File: src/rtl/dmcsl_pkg.sv
package dmcsl_pkg;

	localparam int SPEED_BITS_DEF = 16;
	localparam int DUTY_BITS = 15;
	localparam int STEP_BITS = 15;
	localparam int CODE_BITS = 8;
	localparam logic [STEP_BITS-1:0] RAMP_RESET = 15'd33;

	localparam logic [CODE_BITS-1:0] CODE_MIN = 8'd10;
	localparam logic [CODE_BITS-1:0] CODE_BACK = 8'd100;
	localparam logic [CODE_BITS-1:0] CODE_LIMIT = 8'd40;
	localparam logic [CODE_BITS-1:0] LEFT_BASE = 8'd20;
	localparam logic [CODE_BITS-1:0] RIGHT_BASE = 8'd30;

	localparam int TENTHS_MAX = 9;

	// n tenths of one in a q1.frac word, rounded to nearest, zero past nine tenths
	function automatic longint tenths(input int n, input int frac);
		longint num;
		num = longint'(n) << frac;
		if (n > TENTHS_MAX) begin
			return 0;
		end
		return (num + 5) / 10;
	endfunction

endpackage

File: src/rtl/dual_motor_command_slew_limiter.sv
// dual motor command decoder with slew-limited speed ramps
//
// input channel s_axis: one beat is a command byte (tuser = 1, tdata = code)
// or a ramp tick (tuser = 0). an accepted command sets new left/right speed
// targets; a tick moves each current speed at most ramp_step toward its
// target. output channel m_axis: one beat per input beat, in order, carrying
// the forward/reverse duty of both bridges and the command_accepted flag.
// cfg_we/cfg_wdata write ramp_step; the user must do this only while the
// block is idle, as the block itself does not enforce it.
// the result beat is registered: it is presented the cycle after its input
// beat is accepted. one beat per cycle is taken while the receiver does not
// stall: decode, ramp and duty split are one pass of compare/add logic
// between the state registers and the result register.
// if the receiver stalls, the result register holds its beat and s_axis
// tready drops until that beat is taken.
// reset clears all speeds and targets to zero, loads ramp_step with 33 and
// empties the result register.
module dual_motor_command_slew_limiter #(
	parameter int SPEED_BITS = dmcsl_pkg::SPEED_BITS_DEF
) (
	input  logic        clk,
	input  logic        arst_n,
	input  logic        cfg_we,
	input  logic [14:0] cfg_wdata,
	input  logic        s_axis_tvalid,
	output logic        s_axis_tready,
	input  logic [7:0]  s_axis_tdata,  // command_code
	input  logic [0:0]  s_axis_tuser,  // cmd
	output logic        m_axis_tvalid,
	input  logic        m_axis_tready,
	// left_forward_duty, left_reverse_duty, right_forward_duty,
	// right_reverse_duty, zero pad
	output logic [63:0] m_axis_tdata,
	output logic [0:0]  m_axis_tuser   // command_accepted
);

	localparam int DB = dmcsl_pkg::DUTY_BITS;

	logic signed [SPEED_BITS-1:0] cur_left_q;
	logic signed [SPEED_BITS-1:0] cur_right_q;
	logic signed [SPEED_BITS-1:0] tgt_left_q;
	logic signed [SPEED_BITS-1:0] tgt_right_q;
	logic [dmcsl_pkg::STEP_BITS-1:0] ramp_step_q;

	logic        out_valid_q;
	logic [63:0] out_data_q;
	logic        out_acc_q;

	logic                         in_beat;
	logic                         tick;
	logic                         dec_acc;
	logic signed [SPEED_BITS-1:0] dec_left;
	logic signed [SPEED_BITS-1:0] dec_right;
	logic signed [SPEED_BITS-1:0] nxt_left;
	logic signed [SPEED_BITS-1:0] nxt_right;
	logic [DB-1:0]                lf_duty;
	logic [DB-1:0]                lr_duty;
	logic [DB-1:0]                rf_duty;
	logic [DB-1:0]                rr_duty;

	assign s_axis_tready = !out_valid_q || m_axis_tready;
	assign in_beat = s_axis_tvalid && s_axis_tready;
	assign tick = !s_axis_tuser[0];

	dmcsl_decode #(.SPEED_BITS(SPEED_BITS)) u_decode (
		.code         (s_axis_tdata),
		.accepted     (dec_acc),
		.target_left  (dec_left),
		.target_right (dec_right)
	);

	dmcsl_ramp #(.SPEED_BITS(SPEED_BITS)) u_ramp_left (
		.tick       (tick),
		.current    (cur_left_q),
		.target     (tgt_left_q),
		.step       (ramp_step_q),
		.next_speed (nxt_left),
		.fwd_duty   (lf_duty),
		.rev_duty   (lr_duty)
	);

	dmcsl_ramp #(.SPEED_BITS(SPEED_BITS)) u_ramp_right (
		.tick       (tick),
		.current    (cur_right_q),
		.target     (tgt_right_q),
		.step       (ramp_step_q),
		.next_speed (nxt_right),
		.fwd_duty   (rf_duty),
		.rev_duty   (rr_duty)
	);

	always_ff @(posedge clk or negedge arst_n) begin
		if (!arst_n) begin
			cur_left_q <= '0;
			cur_right_q <= '0;
			tgt_left_q <= '0;
			tgt_right_q <= '0;
			ramp_step_q <= dmcsl_pkg::RAMP_RESET;
			out_valid_q <= 1'b0;
		end else begin
			if (cfg_we) begin
				ramp_step_q <= cfg_wdata;
			end
			if (in_beat) begin
				cur_left_q <= nxt_left;
				cur_right_q <= nxt_right;
				if (!tick && dec_acc) begin
					tgt_left_q <= dec_left;
					tgt_right_q <= dec_right;
				end
				out_valid_q <= 1'b1;
			end else if (m_axis_tready) begin
				out_valid_q <= 1'b0;
			end
		end
	end

	always_ff @(posedge clk) begin
		if (in_beat) begin
			out_data_q <= {4'b0000, rr_duty, rf_duty, lr_duty, lf_duty};
			out_acc_q <= !tick && dec_acc;
		end
	end

	assign m_axis_tvalid = out_valid_q;
	assign m_axis_tdata = out_data_q;
	assign m_axis_tuser = out_acc_q;

endmodule

File: src/rtl/dmcsl_decode.sv
module dmcsl_decode #(
	parameter int SPEED_BITS = dmcsl_pkg::SPEED_BITS_DEF
) (
	input  logic [dmcsl_pkg::CODE_BITS-1:0] code,
	output logic                            accepted,
	output logic signed [SPEED_BITS-1:0]    target_left,
	output logic signed [SPEED_BITS-1:0]    target_right
);

	localparam int FRAC_BITS = SPEED_BITS - 1;
	localparam logic signed [SPEED_BITS-1:0] FULL_SCALE =
		{1'b0, {FRAC_BITS{1'b1}}};

	logic [SPEED_BITS-1:0] tenth_tab [16];

	for (genvar i = 0; i < 16; i++) begin : g_tab
		assign tenth_tab[i] = SPEED_BITS'(dmcsl_pkg::tenths(i, FRAC_BITS));
	end

	logic                            back;
	logic [dmcsl_pkg::CODE_BITS-1:0] k;
	logic [dmcsl_pkg::CODE_BITS-1:0] k_off;
	logic                            left_sel;
	logic                            right_sel;
	logic signed [SPEED_BITS-1:0]    mag;
	logic signed [SPEED_BITS-1:0]    val;

	always_comb begin
		back = code >= dmcsl_pkg::CODE_BACK;
		k = back ? code - dmcsl_pkg::CODE_BACK : code;
		accepted = (code >= dmcsl_pkg::CODE_MIN) && (k < dmcsl_pkg::CODE_LIMIT);
		left_sel = (k > dmcsl_pkg::LEFT_BASE) && (k < dmcsl_pkg::RIGHT_BASE);
		right_sel = k > dmcsl_pkg::RIGHT_BASE;
		k_off = left_sel ? k - dmcsl_pkg::LEFT_BASE : k - dmcsl_pkg::RIGHT_BASE;
		mag = (left_sel || right_sel) ? signed'(tenth_tab[k_off[3:0]]) : FULL_SCALE;
		val = back ? -mag : mag;
		target_left = right_sel ? '0 : val;
		target_right = left_sel ? '0 : val;
	end

endmodule

File: src/rtl/dmcsl_ramp.sv
module dmcsl_ramp #(
	parameter int SPEED_BITS = dmcsl_pkg::SPEED_BITS_DEF
) (
	input  logic                                 tick,
	input  logic signed [SPEED_BITS-1:0]         current,
	input  logic signed [SPEED_BITS-1:0]         target,
	input  logic [dmcsl_pkg::STEP_BITS-1:0]      step,
	output logic signed [SPEED_BITS-1:0]         next_speed,
	output logic [dmcsl_pkg::DUTY_BITS-1:0]      fwd_duty,
	output logic [dmcsl_pkg::DUTY_BITS-1:0]      rev_duty
);

	localparam int FRAC_BITS = SPEED_BITS - 1;
	localparam int DW = (SPEED_BITS + 1 > dmcsl_pkg::STEP_BITS + 1) ?
		SPEED_BITS + 1 : dmcsl_pkg::STEP_BITS + 1;

	logic signed [DW-1:0]        cur_x;
	logic signed [DW-1:0]        tgt_x;
	logic signed [DW-1:0]        step_x;
	logic signed [DW-1:0]        diff_up;
	logic signed [DW-1:0]        diff_dn;
	logic signed [DW-1:0]        sum_up;
	logic signed [DW-1:0]        sum_dn;
	logic signed [SPEED_BITS-1:0] ramped;
	logic signed [SPEED_BITS-1:0] neg;
	logic [FRAC_BITS-1:0]        mag;
	logic [dmcsl_pkg::DUTY_BITS-1:0] duty;

	always_comb begin
		cur_x = DW'(current);
		tgt_x = DW'(target);
		step_x = signed'({{(DW - dmcsl_pkg::STEP_BITS){1'b0}}, step});
		diff_up = tgt_x - cur_x;
		diff_dn = cur_x - tgt_x;
		sum_up = cur_x + step_x;
		sum_dn = cur_x - step_x;
		if (target > current) begin
			ramped = (diff_up > step_x) ? sum_up[SPEED_BITS-1:0] : target;
		end else if (target < current) begin
			ramped = (diff_dn > step_x) ? sum_dn[SPEED_BITS-1:0] : target;
		end else begin
			ramped = current;
		end
		next_speed = tick ? ramped : current;
		neg = -next_speed;
		mag = next_speed[SPEED_BITS-1] ? neg[FRAC_BITS-1:0] : next_speed[FRAC_BITS-1:0];
	end

	if (FRAC_BITS >= dmcsl_pkg::DUTY_BITS) begin : g_shr
		assign duty = mag[FRAC_BITS-1 -: dmcsl_pkg::DUTY_BITS];
	end else begin : g_shl
		assign duty = {mag, {(dmcsl_pkg::DUTY_BITS - FRAC_BITS){1'b0}}};
	end

	always_comb begin
		if (next_speed > 0) begin
			fwd_duty = duty;
			rev_duty = '0;
		end else begin
			fwd_duty = '0;
			rev_duty = duty;
		end
	end

endmodule

File: config.mk
export PLATFORM = sky130hd
export DESIGN_NAME = dual_motor_command_slew_limiter
export DESIGN_NICKNAME = d
export VERILOG_FILES = /design/src/rtl/dmcsl_pkg.sv /design/src/rtl/dual_motor_command_slew_limiter.sv /design/src/rtl/dmcsl_decode.sv /design/src/rtl/dmcsl_ramp.sv
export SDC_FILE = /design/constraint.sdc
export NUM_CORES = 1
export LEC_CHECK = 0
export BUFFER_PORTS_ARGS = -buffer_cell sky130_fd_sc_hd__buf_2
export CORE_MARGIN = 2
export CORE_UTILIZATION = 45
export CTS_CLUSTER_SIZE = 20
export DETAILED_ROUTE_END_ITERATION = 10
export PLACE_DENSITY = 0.61
export REMOVE_ABC_BUFFERS = 1
export SETUP_SLACK_MARGIN = 0.02
export SYNTH_ARGS = -nofsm -noshare
export SYNTH_HDL_FRONTEND = slang
export SYNTH_HIERARCHICAL = 1
export SYNTH_SLANG_ARGS = --single-unit
File: constraint.sdc
create_clock -name clk -period 6.14 [get_ports clk]
set_input_delay 0.921 -clock clk [delete_from_list [all_inputs] [get_ports clk]]
set_output_delay 0.921 -clock clk [all_outputs]
set_load 0.005 [all_outputs]
**After elaboration in Yosys (flattened, before gate mapping)**

Memories as Yosys holds them, arrays and structs flattened.
Cells that the tools add are included.

- Register bits after elaboration: 141
- ROM bits: 256
- Input port bits: 29
- Output and inout bits: 67
- Word-level logic and storage cells: 75
- Memories kept: 1

- Add/subtract/negate cells: 14
- Order comparisons: 17
- Multiplexer cells: 22
- Bitwise logic cells: 1
- Reductions and logical operators: 9

Memories:

| memory | depth | bits a word | rd ports | clocked after Yosys merged registers in | wr ports | line | text |
|---|---|---|---|---|---|---|---|
| (name not given) | 16 | 16 | 1 | 0 | 0 | dmcsl_decode.sv:35 | `mag = (left_sel \|\| right_sel) ? signed'(tenth_tab[k_off[3:0]]) : FULL_SCALE;` |

Operator list:

| cell | count |
|---|---|
| 16-bit 2-to-1 mux | 16 |
| 17-bit by 16-bit greater-than comparator with 1-bit output | 4 |
| 16-bit by 16-bit subtractor with 17-bit output | 4 |
| 16-bit adder | 2 |
| 16-bit by 1-bit greater-than comparator with 1-bit output, second input constant | 2 |
| 16-bit greater-than comparator | 2 |
| 16-bit less-than comparator | 2 |
| 16-bit subtractor | 2 |
| 15-bit 2-to-1 mux | 2 |
| 15-bit negator | 2 |
| 8-bit by 5-bit greater-than comparator with 1-bit output, second input constant | 2 |
| 16-bit negator | 1 |
| 8-bit by 4-bit >= comparator with 1-bit output, second input constant | 1 |
| 8-bit by 7-bit >= comparator with 1-bit output, second input constant | 1 |
| 8-bit by 5-bit less-than comparator with 1-bit output, second input constant | 1 |
| 8-bit by 6-bit less-than comparator with 1-bit output, second input constant | 1 |
| 8-bit 2-to-1 mux | 1 |
| 8-bit by 7-bit subtractor with 8-bit output, second input constant | 1 |
| 5-bit >= comparator, second input constant | 1 |
| 4-bit inverter with 5-bit output | 1 |
| 1-bit logical AND | 4 |
| 4-bit 2-to-1 mux | 1 |
| 4-bit by 3-bit subtractor with 4-bit output, second input constant | 1 |
| 4-bit subtractor, second input constant | 1 |
| 5 further kinds | 7 |

**Longest topological paths before layout**

- Depth in word-level cells: 13
- Mapped depth: 30
- Mapped depth without buffers: 28

**Modules after synthesis**

The synthesis kept the hierarchy.

By module, submodules not included:

| module | instances | cells an instance | area each (um^2) | sequential area each (um^2) |
|---|---|---|---|---|
| dmcsl_ramp at u_ramp_left | 1 | 754 | 5287.6 | 0.0 |
| dual_motor_command_slew_limiter | 1 | 240 | 5008.6 | 3836.2 |
| dmcsl_ramp at u_ramp_right | 1 | 697 | 4837.1 | 0.0 |
| dmcsl_decode | 1 | 210 | 1602.8 | 0.0 |

**Worst setup path before layout**

OpenSTA, ideal clock, no wires.

- Path type: reg2reg
- Start: register cur_right_q[1]
- End: register out_data_q[34], in the netlist m_axis_tdata[34] (data pin)
- Library setup time: 255 ps
- Arrival time: 5771 ps
- Required time: 5885 ps
- Slack: 114 ps
- Stages on the path, launching flop included: 29
- Buffers on the path: 2
- Clock period less this slack: 6026 ps
- Cells stage by stage: dfrtp_1 > inv_1 > fa_1 > a211oi_1 > o21ai_0 > a21oi_1 > o21ai_0 > a21o_1 > a21oi_1 > o21bai_1 > a21oi_1 > xnor2_1 > ha_1 > nand4_1 > a211oi_1 > o311ai_0 > nand3_1 > o2bb2ai_1 > o21a_1 > clkbuf_1 > mux2i_1 > o221ai_1 > inv_1 > ha_1 > and2_1 > nand4_2 > o41a_1 > buf_6 > and2_1

- Longest elaborated chain between the ends: 8
- Elaborated cells on any way between the ends: 16
- Classes of those cells: add/sub: 5; order compare: 5; mux: 6

Ends and longest elaborated chain:

| what | line | text |
|---|---|---|
| start: declaration | dual_motor_command_slew_limiter.sv:40 | `logic signed [SPEED_BITS-1:0] cur_right_q;` |
| start signal: assignment | dual_motor_command_slew_limiter.sv:106 | `cur_right_q <= nxt_right;` |
| 16-bit by 16-bit subtractor with 17-bit output | dmcsl_ramp.sv:34 | `diff_dn = cur_x - tgt_x;` |
| 17-bit by 16-bit greater-than comparator with 1-bit output | dmcsl_ramp.sv:40 | `ramped = (diff_dn > step_x) ? sum_dn[SPEED_BITS-1:0] : target;` |
| 16-bit 2-to-1 mux | dmcsl_ramp.sv:40 |  |
| 16-bit 2-to-1 mux | dmcsl_ramp.sv:39 | `end else if (target < current) begin` |
| 16-bit 2-to-1 mux * | dmcsl_ramp.sv:37 | `if (target > current) begin` |
| 16-bit 2-to-1 mux * | dmcsl_ramp.sv:44 | `next_speed = tick ? ramped : current;` |
| via nxt_right[0] | dual_motor_command_slew_limiter.sv:55 | `logic signed [SPEED_BITS-1:0] nxt_right;` |
| 15-bit negator | dmcsl_ramp.sv:45 | `neg = -next_speed;` |
| 15-bit 2-to-1 mux | dmcsl_ramp.sv:46 | `mag = next_speed[SPEED_BITS-1] ? neg[FRAC_BITS-1:0] : next_speed[FRAC_BITS-1:0];` |
| end signal: assignment | dual_motor_command_slew_limiter.sv:120 | `out_data_q <= {4'b0000, rr_duty, rf_duty, lr_duty, lf_duty};` |
| end: declaration | dual_motor_command_slew_limiter.sv:46 | `logic [63:0] out_data_q;` |

Mark *: on every way through the listed nets, which the timed path passes. The rest lies on a longest branch.
A chain may end at the register's enable or synchronous reset.

**Final worst setup path**

- Start: register tgt_right_q[0]
- End: register out_data_q[32], in the netlist m_axis_tdata[32] (data pin)

- Elaborated cells on any way between the ends: 14
- Classes of those cells: add/sub: 3; order compare: 5; mux: 6

RTL lines:

| what | line | text |
|---|---|---|
| start: declaration | dual_motor_command_slew_limiter.sv:42 | `logic signed [SPEED_BITS-1:0] tgt_right_q;` |
| start signal: assignment | dual_motor_command_slew_limiter.sv:109 | `tgt_right_q <= dec_right;` |
| 16-bit by 16-bit subtractor with 17-bit output | dmcsl_ramp.sv:34 |  |
| 17-bit by 16-bit greater-than comparator with 1-bit output | dmcsl_ramp.sv:40 |  |
| 16-bit 2-to-1 mux | dmcsl_ramp.sv:40 |  |
| 16-bit 2-to-1 mux | dmcsl_ramp.sv:39 |  |
| 16-bit 2-to-1 mux * | dmcsl_ramp.sv:37 |  |
| 16-bit 2-to-1 mux * | dmcsl_ramp.sv:44 |  |
| via nxt_right[5] | dual_motor_command_slew_limiter.sv:55 |  |
| 16-bit by 1-bit greater-than comparator with 1-bit output * | dmcsl_ramp.sv:56 | `if (next_speed > 0) begin` |

Marks and branches as above.

==> flow_summary.json <==
{
  "cts_root_buf": "clkbuf_16",
  "dpl.hpwl_um": 44400,
  "clk_pin_slew_ns": 0.09,
  "yosysWarnings": 6,
  "htree_num_levels": 4,
  "fin_crit_ns": 5.98,
  "max_cap_violations": 0,
  "met2_length_um": 24000,
  "synth-compound-area-share_pct": 22.5,
  "gr-total-overflow": 0,
  "synth_area_sq_mm": 0.0167,
  "postSynthAreaPerCell_sq_um": 8.80,
  "async_reset_ff_share_pct": 56.7,
  "grt_pass1_wl_um": 84300,
  "drt-met1-wl_um": 26000,
  "tns_ns": 0,
  "synth_cell_type_count": 121,
  "nNetsFinal": 2296,
  "synth.mux.area_fraction_pct": 8.75,
  "ctsHoldBuffers": 0,
  "numCtsBuffers": 17,
  "mostFrequentLayoutCells": "ha_1, nor2_1, inv_1",
  "antenna_found_initial": 0,
  "critical_path.max_fanout": 6,
  "hold_viol_final": 0,
  "final_core_util_pct": 52.2,
  "synth_edf_count": 61,
  "synth_top_family_by_area": "compound AO/OA/AOI/OAI gates",
  "status": "finished clean",
  "core_area_sq_mm": 0.0366,
  "ys_seq_area_share_pct": 22.9,
  "cts_tree": "yes",
  "drcViolationCount": 0,
  "gp_congestion": 0.975,
  "max_slew_margin_pct": 1.82,
  "fillers": 3450,
  "cts.sink_count": 141,
  "synth_ff_type": "dfrtp_1",
  "synth_xor_area_share_pct": 6.23,
  "max_slew.worst_pin.slew_ns": 1.46,
  "cp.arrival_ns": 6.16,
  "dieArea_sq_mm": 0.0387,
  "min_path_type": "input port to async pin",
  "yosys_register_bits": 141,
  "clock.fmax_ghz": 0.167,
  "reg2reg_from": "tgt_right_q[0]",
  "syn2layout_area_growth_pct": 14.1,
  "route.met3.wl_um": 3980,
  "clk_latency_ns": 0.44,
  "cts_buffer_depth": 2,
  "final_max_slew_viol_count": 0,
  "cp-start-kind": "flip-flop",
  "worst_ep_required_time_ns": 6.32,
  "synthCells": 1901,
  "fp.dieH_um": 197,
  "fin_cells": 2542,
  "multiInputGateArea_sq_mm": 0.0119,
  "end_kind": "flip-flop",
  "num_antenna_cells": 0,
  "regArea_sq_mm": 0.00384,
  "routed_wl_um": 55300,
  "start_util_pct": 45.7,
  "period_share_pct": 97.4,
  "vias": 15300,
  "grt_usage_pct": 28.2,
  "dieWidth_um": 197,
  "io_pins": 96,
  "ant_nets": 0,
  "drive_above_1_share_pct": 23.0,
  "io_buffers": 91,
  "synthAdderAreaFrac_pct": 15.8,
  "grt_pass1_vias": 14300,
  "rows": 70,
  "grt_max_degree": 67,
  "dr.pass1.iters": 6,
  "setup_viol": 0,
  "critPathLaunch": "tgt_right_q[0]",
  "via_per_inst": 6.02,
  "synth-simple-area-share_pct": 16.6,
  "numPlacedInstances": 2499,
  "routedWlPerCell_um": 21.8,
  "worst-setup-path-type": "flip-flop to flip-flop",
  "rsz0062_at_grt": "true",
  "dr.first_iter.drc_count": 1660,
  "fin_skew_ns": 0.0219,
  "final_common_cell": "ha_1",
  "top_layer": "met4"
}
stage by stage:
| stage | setup WS, ns | hold slack, ns | area [sq um] |
|---|---|---|---|
| global route | -0.0303 | 0.347 | 19100 |
| CTS | 0.0420 | 0.338 | 18800 |
| finish | 0.159 | 0.340 | 19100 |
| detailed placement | -0.257 | 0.569 | 18200 |
| floorplan | -0.208 | 0.508 | 16200 |
| global placement | -0.0383 | 0.563 | 18200 |
area by class of cell:
cell class / instances / area share, %
Tap cell: 468 / 3.07
Clock inverter: 14 / 0.668
Multi-Input combinational cell: 1501 / 62.4
Inverter: 165 / 3.26
Sequential cell: 141 / 20.1
Timing Repair Buffer: 235 / 8.22
Clock buffer: 18 / 2.30
cells in the mapped netlist, types with 19 or more instances:
library cell,count,area (sq um)
nand4_1,19,119
nor2b_1,27,169
buf_4,21,158
xor2_1,27,236
ha_1,198,2480
o211ai_1,26,195
inv_1,162,608
edfxtp_1,61,1830
mux2_2,55,619
nand3_1,43,215
a211oi_1,29,218
and2_1,25,156
a21o_1,26,195
nand2b_1,20,125
nor3_1,32,160
dfrtp_1,78,1950
nor2_1,171,642
a21oi_1,118,591
nand2_1,94,353
o21ai_0,76,380
xnor2_1,92,806
clkbuf_1,38,143
mux2_4,31,465
o21a_1,21,158
mux2i_1,32,320
flip-flops by register name, indices dropped and copies added (netlist names):
register	cells
m_axis_tdata	60
cur_left_q	16
ramp_step_q	15
m_axis_tvalid	1
cur_right_q	16
tgt_left_q	16
m_axis_tuser	1
tgt_right_q	16
metal layers:
metal,vias to the layer above,GRT usage [%]
li1,7214,-
met1,7413,41.6
met2,601,43.4
met3,77,3.56
met4,0,7.38
met5,-,0
worst max-delay path, cell delays in order, from the launching register on:
cell	delay (ns)
dfrtp_1	0.39
inv_1	0.07
ha_2	0.18
inv_2	0.05
fa_2	0.39
a211oi_2	0.29
o21ai_1	0.12
a21oi_2	0.21
o21ai_2	0.09
a21o_1	0.19
a21oi_2	0.18
o21bai_1	0.11
a21oi_2	0.14
xnor2_1	0.08
ha_1	0.29
nand4_1	0.21
a211oi_2	0.30
o311ai_1	0.14
nand3_1	0.15
o2bb2ai_4	0.16
o21ai_4	0.12
a32o_2	0.29
a211o_4	0.32
nor4b_4	0.27
buf_4	0.19
nand4_4	0.12
o41a_1	0.52
and2_1	0.18
worst paths after layout:
path | endpoint | cells past startpoint | slack, ns
setup reg to reg | m_axis_tdata[32] | 27 | 0.16
max in group asynchronous | tgt_left_q[1] | 2 | 4.55
hold reg to reg | m_axis_tvalid | 2 | 0.58
hold / removal | cur_left_q[12] | 1 | 0.34
setup / recovery | m_axis_tdata[32] | 27 | 0.16
min in group clk | m_axis_tvalid | 2 | 0.58
repair_timing:
action / CTS / global route
setup endpoints to repair: 16 / 46
resized for setup: 5 / 45
cloned: 1 / 1
pin swaps: 8 / 40
setup buffers: 1 / 8
cells by family (layout without fill, tap and decap cells):
family | count (synthesis) | in the layout
buf+inv | 264 | 432
mux | 123 | 123
other cells | 1 | 4
flops | 141 | 141
xor+xnor | 119 | 119
compound gates | 514 | 516
simple gates | 533 | 533
fa+ha+maj | 206 | 206
Power is left out: the tool's default activity adds up to more than one toggle a clock period on the data nets, which glitch-free logic cannot reach.
